===== src/rtl/core/letter_handle_lru_cache_unit_defines.svh =====
// ----------------------------------------------------------------------------
// letter handle lru cache unit assertion macros
// concurrent checks that compile away when SYNTH is defined
// ----------------------------------------------------------------------------
`ifndef LETTER_HANDLE_LRU_CACHE_UNIT_DEFINES_SVH
`define LETTER_HANDLE_LRU_CACHE_UNIT_DEFINES_SVH

`ifndef SYNTH
`define LHLC_ASSERT(name, prop) \
   name: assert property (@(posedge clock) disable iff (reset) (prop)) \
      else $error("lhlc check failed");
`define LHLC_NEVER(name, expr) \
   name: assert property (@(posedge clock) disable iff (reset) !(expr)) \
      else $error("lhlc forbidden condition");
`else
`define LHLC_ASSERT(name, prop)
`define LHLC_NEVER(name, expr)
`endif

`endif


===== src/rtl/core/lhlc_ram.sv =====
// ----------------------------------------------------------------------------
// lhlc generic ram
// one write port, one read port with registered read data
// ----------------------------------------------------------------------------
module lhlc_ram #(
   parameter int WIDTH = 8,
   parameter int DEPTH = 16
) (
   input  logic                     clock,
   input  logic                     wr_en,
   input  logic [$clog2(DEPTH)-1:0] wr_addr,
   input  logic [WIDTH-1:0]         wr_data,
   input  logic                     rd_en,
   input  logic [$clog2(DEPTH)-1:0] rd_addr,
   output logic [WIDTH-1:0]         rd_data
);

   logic [WIDTH-1:0] mem_ff [DEPTH];
   logic [WIDTH-1:0] rd_data_ff;

   always_ff @(posedge clock) begin
      if (wr_en) begin
         mem_ff[wr_addr] <= wr_data;
      end
      if (rd_en) begin
         rd_data_ff <= mem_ff[rd_addr];
      end
   end

   assign rd_data = rd_data_ff;

endmodule


===== config.mk =====
export PLATFORM = sky130hd
export DESIGN_NAME = lhlc_ram
export DESIGN_NICKNAME = d
export VERILOG_FILES = /design/src/rtl/core/letter_handle_lru_cache_unit_defines.svh /design/src/rtl/core/lhlc_ram.sv
export SDC_FILE = /design/constraint.sdc
export NUM_CORES = 1
export LEC_CHECK = 0
export BUFFER_PORTS_ARGS = -buffer_cell sky130_fd_sc_hd__clkbuf_2
export CAP_MARGIN = 0
export CORE_MARGIN = 2
export CORE_UTILIZATION = 65
export CTS_CLUSTER_DIAMETER = 200
export CTS_CLUSTER_SIZE = 8
export DETAILED_ROUTE_END_ITERATION = 6
export PLACE_DENSITY = 0.84
export SLEW_MARGIN = 15
export SYNTH_ARGS = -nofsm -noshare
export SYNTH_HDL_FRONTEND = slang
export SYNTH_SLANG_ARGS = --single-unit

===== constraint.sdc =====
create_clock -name clock -period 5.45 [get_ports clock]
set_input_delay 1.09 -clock clock [delete_from_list [all_inputs] [get_ports clock]]
set_output_delay 1.09 -clock clock [all_outputs]
set_load 0.03 [all_outputs]

# == Yosys cells after proc, flatten, opt, wreduce, memory -nomap -nowiden ==
# Memory sizes are Yosys's and may differ from the RTL's. A register that Yosys moved wholly into a read port is not among the register bits.
# Cells that the tools add are included.
# word_totals
ram_bits,128
mem_count,1
wordCells,3
input_bits,19
register_bits,0
out_inout_bits,8
# mem_list
memory,depth,word_bits,read_ports,rd_clocked_by_memory_dff,write_ports,line_no,text
mem_ff,16,8,1,1,1,lhlc_ram.sv:18,logic [WIDTH-1:0] mem_ff [DEPTH];
# classes
n_mux,2
# ops
op,count
2-to-1 mux 1 bit,2

# == Logic depth before layout (Yosys ltp) ==
# Gate-level depths: netlist (run 1).
# logic_depth
depth_word,2
ltp_mapped,5
ltp_nobuf,3

# == Worst setup path before layout (run 1) ==
# OpenSTA, ideal clock, no wires.
# synth_path
kind,input-to-reg
from,input wr_addr[2]
to,"memory mem_ff[0][0], enable pin"
t_required_ps,5067
setup_ps,383
n_path_buf,0
setup_slack_ps,2867
cell_stages,2
arrival_ps,2200
path_cell_list,or3b_2 nor3_1
# synth_rtl
item,line_no,text
"start, declared",lhlc_ram.sv:11,"input logic [$clog2(DEPTH)-1:0] wr_addr,"
"end, declared",lhlc_ram.sv:18,
# No word-level cell before the write port.

==> impl_results.md, run 1 <==
- Post-synth top cells: edfxtp_1, mux4_2, a22oi_1, mux4_1, nor2_1
- Synth Area per Inst: between 20 and 25 um2
- First drt pass iteration count: 5
- Clock skew: 0.00635 ns
- Vias per cell: 6.68
- Post-Layout Cell Count: 382
- N_diodes: 0
- Synth Register Bits: 136
- CTS tree: done
- Area of the core: 7770 um2
- First-pass GRT wire length: between 15 and 20 mm
- Fmax: 412 MHz
- RSZ-0062 raised after global routing: false
- # Post-CTS Setup Buffers: 0
- Total CTS buffers: 17
- Maximum buffer depth of the clock tree: 2
- Max-cap violations: 0
- Startpoint Class: input pin
- Leakage power: 2.01 nW
- Top Ports: 27
- Drt wl/cell: 28.1 um
- Fin. Hold Viols: 0
- Die area: 8780 um2
- Count leader, synth: edfxtp_1
- Worst ir drop on vdd: 0.282 mV
- Tightest Pin Transition: ~1.1 ns
- # setup viols final: 0
- Worst slew margin: 23.9%
- Asr flop ratio synth: 0%
- Final ANT Viol Nets: 0
- Worst endpoint required time: approximately 5.7 ns
- Setup TNS: 0 ns
- P per Cell Area: ~400 nW/um2
- Ys flop type: edfxtp_1
- Syn Nets: ~250
- GRT overflow: 0
- Vias in the first global route: 2,546
- Ranking of synthesized cells by area: edfxtp_1, mux4_2, mux4_1, a22oi_1, nor2_1
- Worst hold path class: flip-flop to flip-flop
- Post-synth EDFFs: 136
- Power Total: 2.45 mW
- Clk pin slew, worst setup/hold paths: 0.06 ns
- Final instance area: 6030 um2
- Area delta synth->final: 15.4%
- Final worst path period share: 44.5%
- GP Congestion: 0.760
- Max Fanout on Critical Path: 32
- Worst Setup End Kind: flip-flop
- Die Y: around 94 um
- Kind of critical path: input pin to flip-flop
- DRC Markers: 0
- Hold slack: ~0.76 ns
- Post-DP HPWL: 5.79 mm
- Die W: 93.7 um
- Clock period minus worst slack: 2.43 ns
- Dpl cells: 350
- IO buf count: 26
- # rows: 32
- Post-synth top area cell: edfxtp_1
- Via count: 2,551
- GRT Total Usage: 27.1%
- Mapped cell area: 5230 um2
- Yosys warnings: 0
- Hold bufs inserted after CTS: 0
- # nets final: 286
- Register area share after synthesis: 78.1%
- DP Area: about 5400 um2
- Netlist cell types: 18
- CTS H-tree depth: 4
- Outcome: completed
- Share of cells above drive strength 1: 28.2%
- Fillcell total: 377
- Syn Inst Count: 229
- Initial antenna violation count: 0
- Clock latency on the worst-skew pair: 0.52 ns
- Clock root buffer: clkbuf_8
- Sink Count: roughly 140
- Max Transition Viols Final: 0
- Post-CTS resize count: 0
- Post-synth top area share: 78.1%
- Total Wirelength: 10.7 mm
- Initial Util: 67.3%
- Worst Path Arrival: 2.70 ns
- Pin count of the biggest net entering global routing: 33
- 1st-iter DRT viols: 333
-- stage by stage --
stage	setup WS, ns	util, %
4_1_cts	3.02	77.6
3_5_place_dp	2.48	69.9
5_1_grt	2.93	77.6
6_report	3.02	77.6
2_1_floorplan	2.87	-
3_3_place_gp	2.51	69.9
-- placed cells by master, fill, tap and decap left out, drive strengths merged --
master	n
or3b	1
buf	3
edfxtp	136
nand2b	2
nor2b	1
and2	1
bufinv	4
nand3b	2
nand2	9
nand3	1
and2b	1
clkinvlp	4
a22oi	16
mux4	32
clkinv	6
nor2	13
clkbuf	44
nor3	4
-- final timing paths --
check	slack (ns)	startpoint	cells after the start	to
max	3.02	rd_addr[0]	5	rd_data[1]
max reg2reg	3.91	mem_ff[2][1]	3	rd_data[1]
min reg2reg	0.76	mem_ff[4][2]	3	rd_data[2]
min	0.76	mem_ff[4][2]	3	rd_data[2]
-- registers in the layout (all words and copies together), names as in the netlist --
name,flops
rd_data,8
mem_ff,128
-- critical path, stage by stage --
cell and delay, ns:
clkbuf_2 0.08, buf_4 0.48, mux4_1 0.64, a22oi_1 0.31
nand2_1 0.08
-- routing by layer --
metal | wire length [um] | share of wire, % | track usage (%) | vias up
li1 | - | - | - | 1060
met1 | 4400 | 41 | 38.9 | 1279
met2 | 5100 | 48 | 39.0 | 182
met3 | 891 | 8.3 | 6.98 | 30
met4 | 339 | 3.2 | 15.0 | 0
met5 | 0 | 0 | 0 | -
-- cell families (layout without fill, tap and decap cells) --
family          Yosys count  count (layout)  share of synthesized area [%]
buf+inv                  10              61                           1.65
compound gates           16              16                           2.30
mux                      32              32                           14.8
flops                   136             136                           78.1
simple gates             35              35                           3.14
-- where the power goes --
group	internal (mW)	leakage, nW	switching (mW)
registers	1.18	1.24	0.00731
clock network	0.736	0.282	0.413
logic	0.0413	0.496	0.0708
-- layout make-up --
class                   count  area, um2  area share [%]
well taps                 102        128            2.12
multi-input cells          83       1070            17.7
clock buffers              18        418            6.93
flip-flops and latches    136       4080            67.7
repair buffers             29        153            2.53
clock inverters            14        181            3.01
No activity file was read; power rests on OpenSTA's default activity.
==> run 2, diff against run 1 <==
ABC_AREA = 1   (was default)
CORE_UTILIZATION = 55   (was 65)
PLACE_DENSITY = 0.75   (was 0.84)
clock period = 2.15 ns   (was 5.45 ns; I/O delays follow)
==> impl_results.md, run 2 <==
- Die area: 11,500 um2
- Most frequent cells in the layout: nand2_1, edfxtp_1, inv_1
- Worst slew margin: 51.8%
- Total Wirelength: 12.9 mm
- Largest Register: mem_ff
- Reg2Reg Depth: 6
- Sink Count: ~140
- Endpoint, Worst Hold: rd_data[0]
- Syn Nets: 570
- Initial antenna violation count: 0
- Clock latency on the worst-skew pair: about 0.53 ns
- Max Transition Viols Final: 0
- Tightest Pin Transition: 0.721 ns
- CTS tree: done
- Fin. Hold Viols: 0
- Final worst path period share: 74.7%
- Worst ir drop on vdd: approximately 0.48 mV
- Hold_sp: rd_en
- WP buf/inv: 1
- Kind of critical path: flip-flop to output pin
- First drt pass iteration count: 5
- # rows: 37
- GP Congestion: 0.910
- Drt wl/cell: 17.4 um
- Vias per cell: 5.27
- Final ANT Viol Nets: 0
- Ranking of synthesized cells by area: edfxtp_1, nand2_1, nand3_1, inv_1, buf_6
- Area of the core: 10,300 um2
- Sequence of cells on the critical path: clkbuf_2
- Top Ports: 27
- Outcome: completed
- GRT Total Usage: 25.3%
- Capturing point of the worst reg2reg path: rd_data[6]
- Asr flop ratio synth: 0%
- Pin count of the biggest net entering global routing: 39
- Maximum buffer depth of the clock tree: 2
- Leakage power: just under 3 nW
- Clock skew: around 0.0058 ns
- Vias in the first global route: 3,931
- Hold depth: 1
- Register area share after synthesis: ~70%
- Fillcell total: about 800
- RSZ-0062 raised after global routing: false
- Count leader, synth: nand2_1
- # Post-CTS Setup Buffers: 0
- Area delta synth->final: 15.5%
- Die Y: roughly 110 um
- CTS H-tree depth: 4
- GRT overflow: 0
- RR Startpoint: mem_ff[1][6]
- Final Util: 65.4%
- Max-cap violations: 0
- Worst hold path class: input pin to flip-flop
- Crit-path leading delay family: flip-flops
- Total CTS buffers: 17
- Setup TNS: 0 ns
- Fmax: between 600 and 700 MHz
- Clock root buffer: clkbuf_8
- CP peak stage delay: 0.44 ns
- N_diodes: 0
- FF-to-FF setup slack: between 1 and 1.5 ns
- IO buf count: 26
- Initial Util: 56.6%
- Most common cell after layout, fill and taps aside: nand2_1
- Post-synth top area cell: edfxtp_1
- # nets final: 609
- Post-synth top area share: 69.8%
- Post-DP HPWL: between 8 and 9 mm
- Hold bufs inserted after CTS: 0
- Post-synth top cells: nand2_1, edfxtp_1, inv_1, nand3_1, nor2_1
- # setup viols final: 0
- Via count: a little under 4,000
- Post-CTS resize count: 0
- Mapped cell area: ~5800 um2
- Die W: 107 um
- Clock period minus worst slack: around 1.6 ns
- Startpoint Class: flip-flop
- First-pass GRT wire length: roughly 21 mm
- Max Fanout on Critical Path: 1
- Netlist cell types: 11
- Share of cells above drive strength 1: 12.3%
- Ys flop type: edfxtp_1
- Syn Inst Count: 551
- Worst path slowest cell: edfxtp_1
- Yosys warnings: 0
- DRC Markers: 0
- Worst Path Arrival: 1.18 ns
- Synth Area per Inst: approximately 11 um2
- 1st-iter DRT viols: 364
- Synth Register Bits: 136
- Worst endpoint required time: 1.72 ns
- P per Cell Area: 952 nW/um2
- Post-synth EDFFs: between 100 and 150
- Clk pin slew, worst setup/hold paths: roughly 0.060 ns
- Worst Setup End Kind: output pin
- Max reg flops: 128
## run 2: layer usage
layer  GRT usage [%]  share of wire, %  up-vias
li1                -                 -     1859
met1            33.0                41     1830
met2            41.2                50      177
met3            5.41               7.2       28
met4            11.1               2.6        0
met5               0                 0        -
## run 2: layout make-up
type,count,area (um2),share of cell area (%)
Clock buffer,18,418,6.19
Inverter,102,383,5.67
Sequential cell,136,4080,60.5
Multi-Input combinational cell,289,1210,18.0
Tap cell,136,170,2.52
Clock inverter,14,205,3.04
Timing Repair Buffer,44,278,4.11
## run 2: power breakdown
part	switching (mW)	leakage (nW)	internal, mW	total (mW)
Sequential	0.0212	1.24	2.99	3.01
Combinational	0.273	1.40	0.102	0.375
Clock	1.06	0.290	1.98	3.04
## run 2: stage by stage
step / std cells / setup WS, ns / area [um2] / hold WS, ns / power, mW
after floorplan: 551 / 0.769 / 5850 / 0.529 / 3.29
after global placement: 707 / 0.408 / 6130 / 0.735 / 3.43
after detailed placement: 707 / 0.381 / 6130 / 0.753 / 3.44
after CTS: 739 / 0.526 / 6750 / 0.288 / 6.46
after global routing: 739 / 0.515 / 6750 / 0.298 / 6.62
final: 739 / 0.545 / 6750 / 0.318 / 6.43
## run 2: worst max-delay path by stage
stage | start | endpoint | slack (ns) | depth (start not counted)
2_1_floorplan | wr_addr[2] | mem_ff[10][0] | 0.77 | 2
3_3_place_gp | wr_addr[1] | mem_ff[5][2] | 0.41 | 4
3_5_place_dp | wr_addr[1] | mem_ff[5][7] | 0.38 | 4
4_1_cts | rd_data[5] | rd_data[5] | 0.53 | 1
5_1_grt | rd_data[5] | rd_data[5] | 0.51 | 1
6_report | rd_data[5] | rd_data[5] | 0.54 | 1
## run 2: cell families after synthesis
group	share of synthesized area [%]
and+or+nand+nor	20.8
DFF	69.8
buffers and inverters	9.39
==> run 3, diff against run 2 <==
clock period = 1.3 ns   (was 2.15 ns; I/O delays follow)
==> impl_results.md, run 3 (same netlist as run 2, synthesis figures left out) <==
- IO buf count: 26
- Clock latency on the worst-skew pair: between 0.5 and 0.6 ns
- Share of cells above drive strength 1: 13.6%
- Clock period minus worst slack: around 1.4 ns
- Hold bufs inserted after CTS: 0
- Capturing point of the worst reg2reg path: rd_data[7]
- RR Startpoint: mem_ff[1][7]
- Area of the core: 10,300 um2
- Post-DP HPWL: roughly 8.1 mm
- Area of the multi-input gates: 1210 um2
- Max-cap violations: 0
- Fillcell total: 731
- Crit-path leading delay family: flip-flops
- Reg2Reg Depth: 6
- Dpl cells: around 720
- Outcome: finished, violations left
- Final ANT Viol Nets: 0
- Worst endpoint required time: roughly 1.0 ns
- Fin. Hold Viols: 0
- Die area: 11,500 um2
- Via count: 3,986
- GRT overflow: 0
- Worst hold path class: input pin to flip-flop
- GP Congestion: 0.871
- Clk pin slew, worst setup/hold paths: 0.06 ns
- Worst slew margin: 59.1%
- Top Ports: 27
- DRC Markers: 0
- CTS H-tree depth: 4
- Drt wl/cell: 17.3 um
- Tightest Pin Transition: 0.612 ns
- Largest Register: mem_ff
- N_diodes: 0
- Most frequent cells in the layout: nand2_1, edfxtp_1, inv_1
- Most common cell after layout, fill and taps aside: nand2_1
- Pin count of the biggest net entering global routing: 33
- P per Cell Area: 1530 nW/um2
- Sink Count: 136
- # rows: 37
- Total CTS buffers: 17
- Max reg flops: 128
- FF-to-FF setup slack: 0.10 ns
- Clock skew: 0.00731 ns
- Initial antenna violation count: 0
- CTS tree: done
- RSZ-0062 raised after global routing: true
- Post-Layout Cell Count: 747
- Worst path slowest cell: edfxtp_1
- Kind of critical path: flip-flop to output pin
- Vias per cell: 5.34
- Total Wirelength: 12.9 mm
- WP buf/inv: 1
- Clock root buffer: clkbuf_8
- # setup viols final: 7
- Start point of the critical path: rd_data[2]
- Hold slack: 0.136 ns
- Fmax: 711 MHz
- # nets final: 617
- Vias in the first global route: 3,758
- Crit path depth: 1
- Worst Setup End Kind: output pin
- Max Transition Viols Final: 0
- Area delta synth->final: 18.4%
- Place WS: -0.177 ns
- Max Fanout on Critical Path: 1
- First-pass GRT wire length: 19.9 mm
- Maximum buffer depth of the clock tree: 2
- Initial Util: between 50 and 60%
- First drt pass iteration count: 5
- Leakage power: 3.01 nW
- Power Total: 10.6 mW
- Failing checks: setup timing
- CP peak stage delay: 0.45 ns
- Critical Path Sink: rd_data[2]
- Worst Path Arrival: 1.15 ns
- Worst setup margin: -0.106 ns
- Sequence of cells on the critical path: buf_8
- GRT Total Usage: 24.1%
- Startpoint Class: flip-flop
- Die W: 107 um
- Final worst path period share: 108%
- FF/Latch Area: 4080 um2
- Die Y: 107 um
- Worst ir drop on vdd: between 0.8 and 0.9 mV
- 1st-iter DRT viols: 348
run 3: area by class of cell:
cell class,count,share of cell area [%]
flip-flops and latches,136,59.0
inverters,102,5.53
clock inverters,15,2.87
well taps,136,2.46
multi-input cells,289,17.5
clock buffers,17,5.98
repair buffers,52,6.67
run 3: worst min path at each step:
stage	from	end	slack (ns)	depth (start not counted)
3_5_place_dp	rd_en	rd_data[7]	0.67	1
4_1_cts	rd_en	rd_data[7]	0.13	1
5_1_grt	rd_en	rd_data[6]	0.15	1
2_1_floorplan	wr_data[0]	mem_ff[0][0]	0.36	0
6_report	rd_en	rd_data[6]	0.14	1
3_3_place_gp	rd_en	rd_data[7]	0.67	1
run 3: metrics by stage:
| stage | area [um2] | setup TNS, ns | util, % |
|---|---|---|---|
| 3_3_place_gp | 6240 | -1.05 | 60.4 |
| 4_1_cts | 6920 | -0.604 | 67.0 |
| 2_1_floorplan | 5850 | 0 | - |
| 3_5_place_dp | 6240 | -1.14 | 60.4 |
| 5_1_grt | 6930 | -0.613 | 67.1 |
| 6_report | 6930 | -0.441 | 67.1 |
run 3: timing repair:
action	CTS	global route
resized for setup	15	7
endpoints found under the setup margin	8	8
setup buffers	0	0
run 3: layer usage:
layer	GRT usage, %	wire, um	share of wire, %	up-vias
met3	3.89	906	7.0	28
met4	13.6	398	3.1	0
met5	0	0	0	-
li1	-	-	-	1876
met2	36.8	6140	48	183
met1	32.9	5450	42	1899
run 3: report_power, final:
| part | internal, mW | total (mW) | switching (mW) |
|---|---|---|---|
| Combinational | 0.231 | 0.692 | 0.461 |
| Sequential | 4.94 | 4.98 | 0.0371 |
| Clock | 3.12 | 4.94 | 1.81 |
| Total | 8.30 | 10.6 | 2.31 |
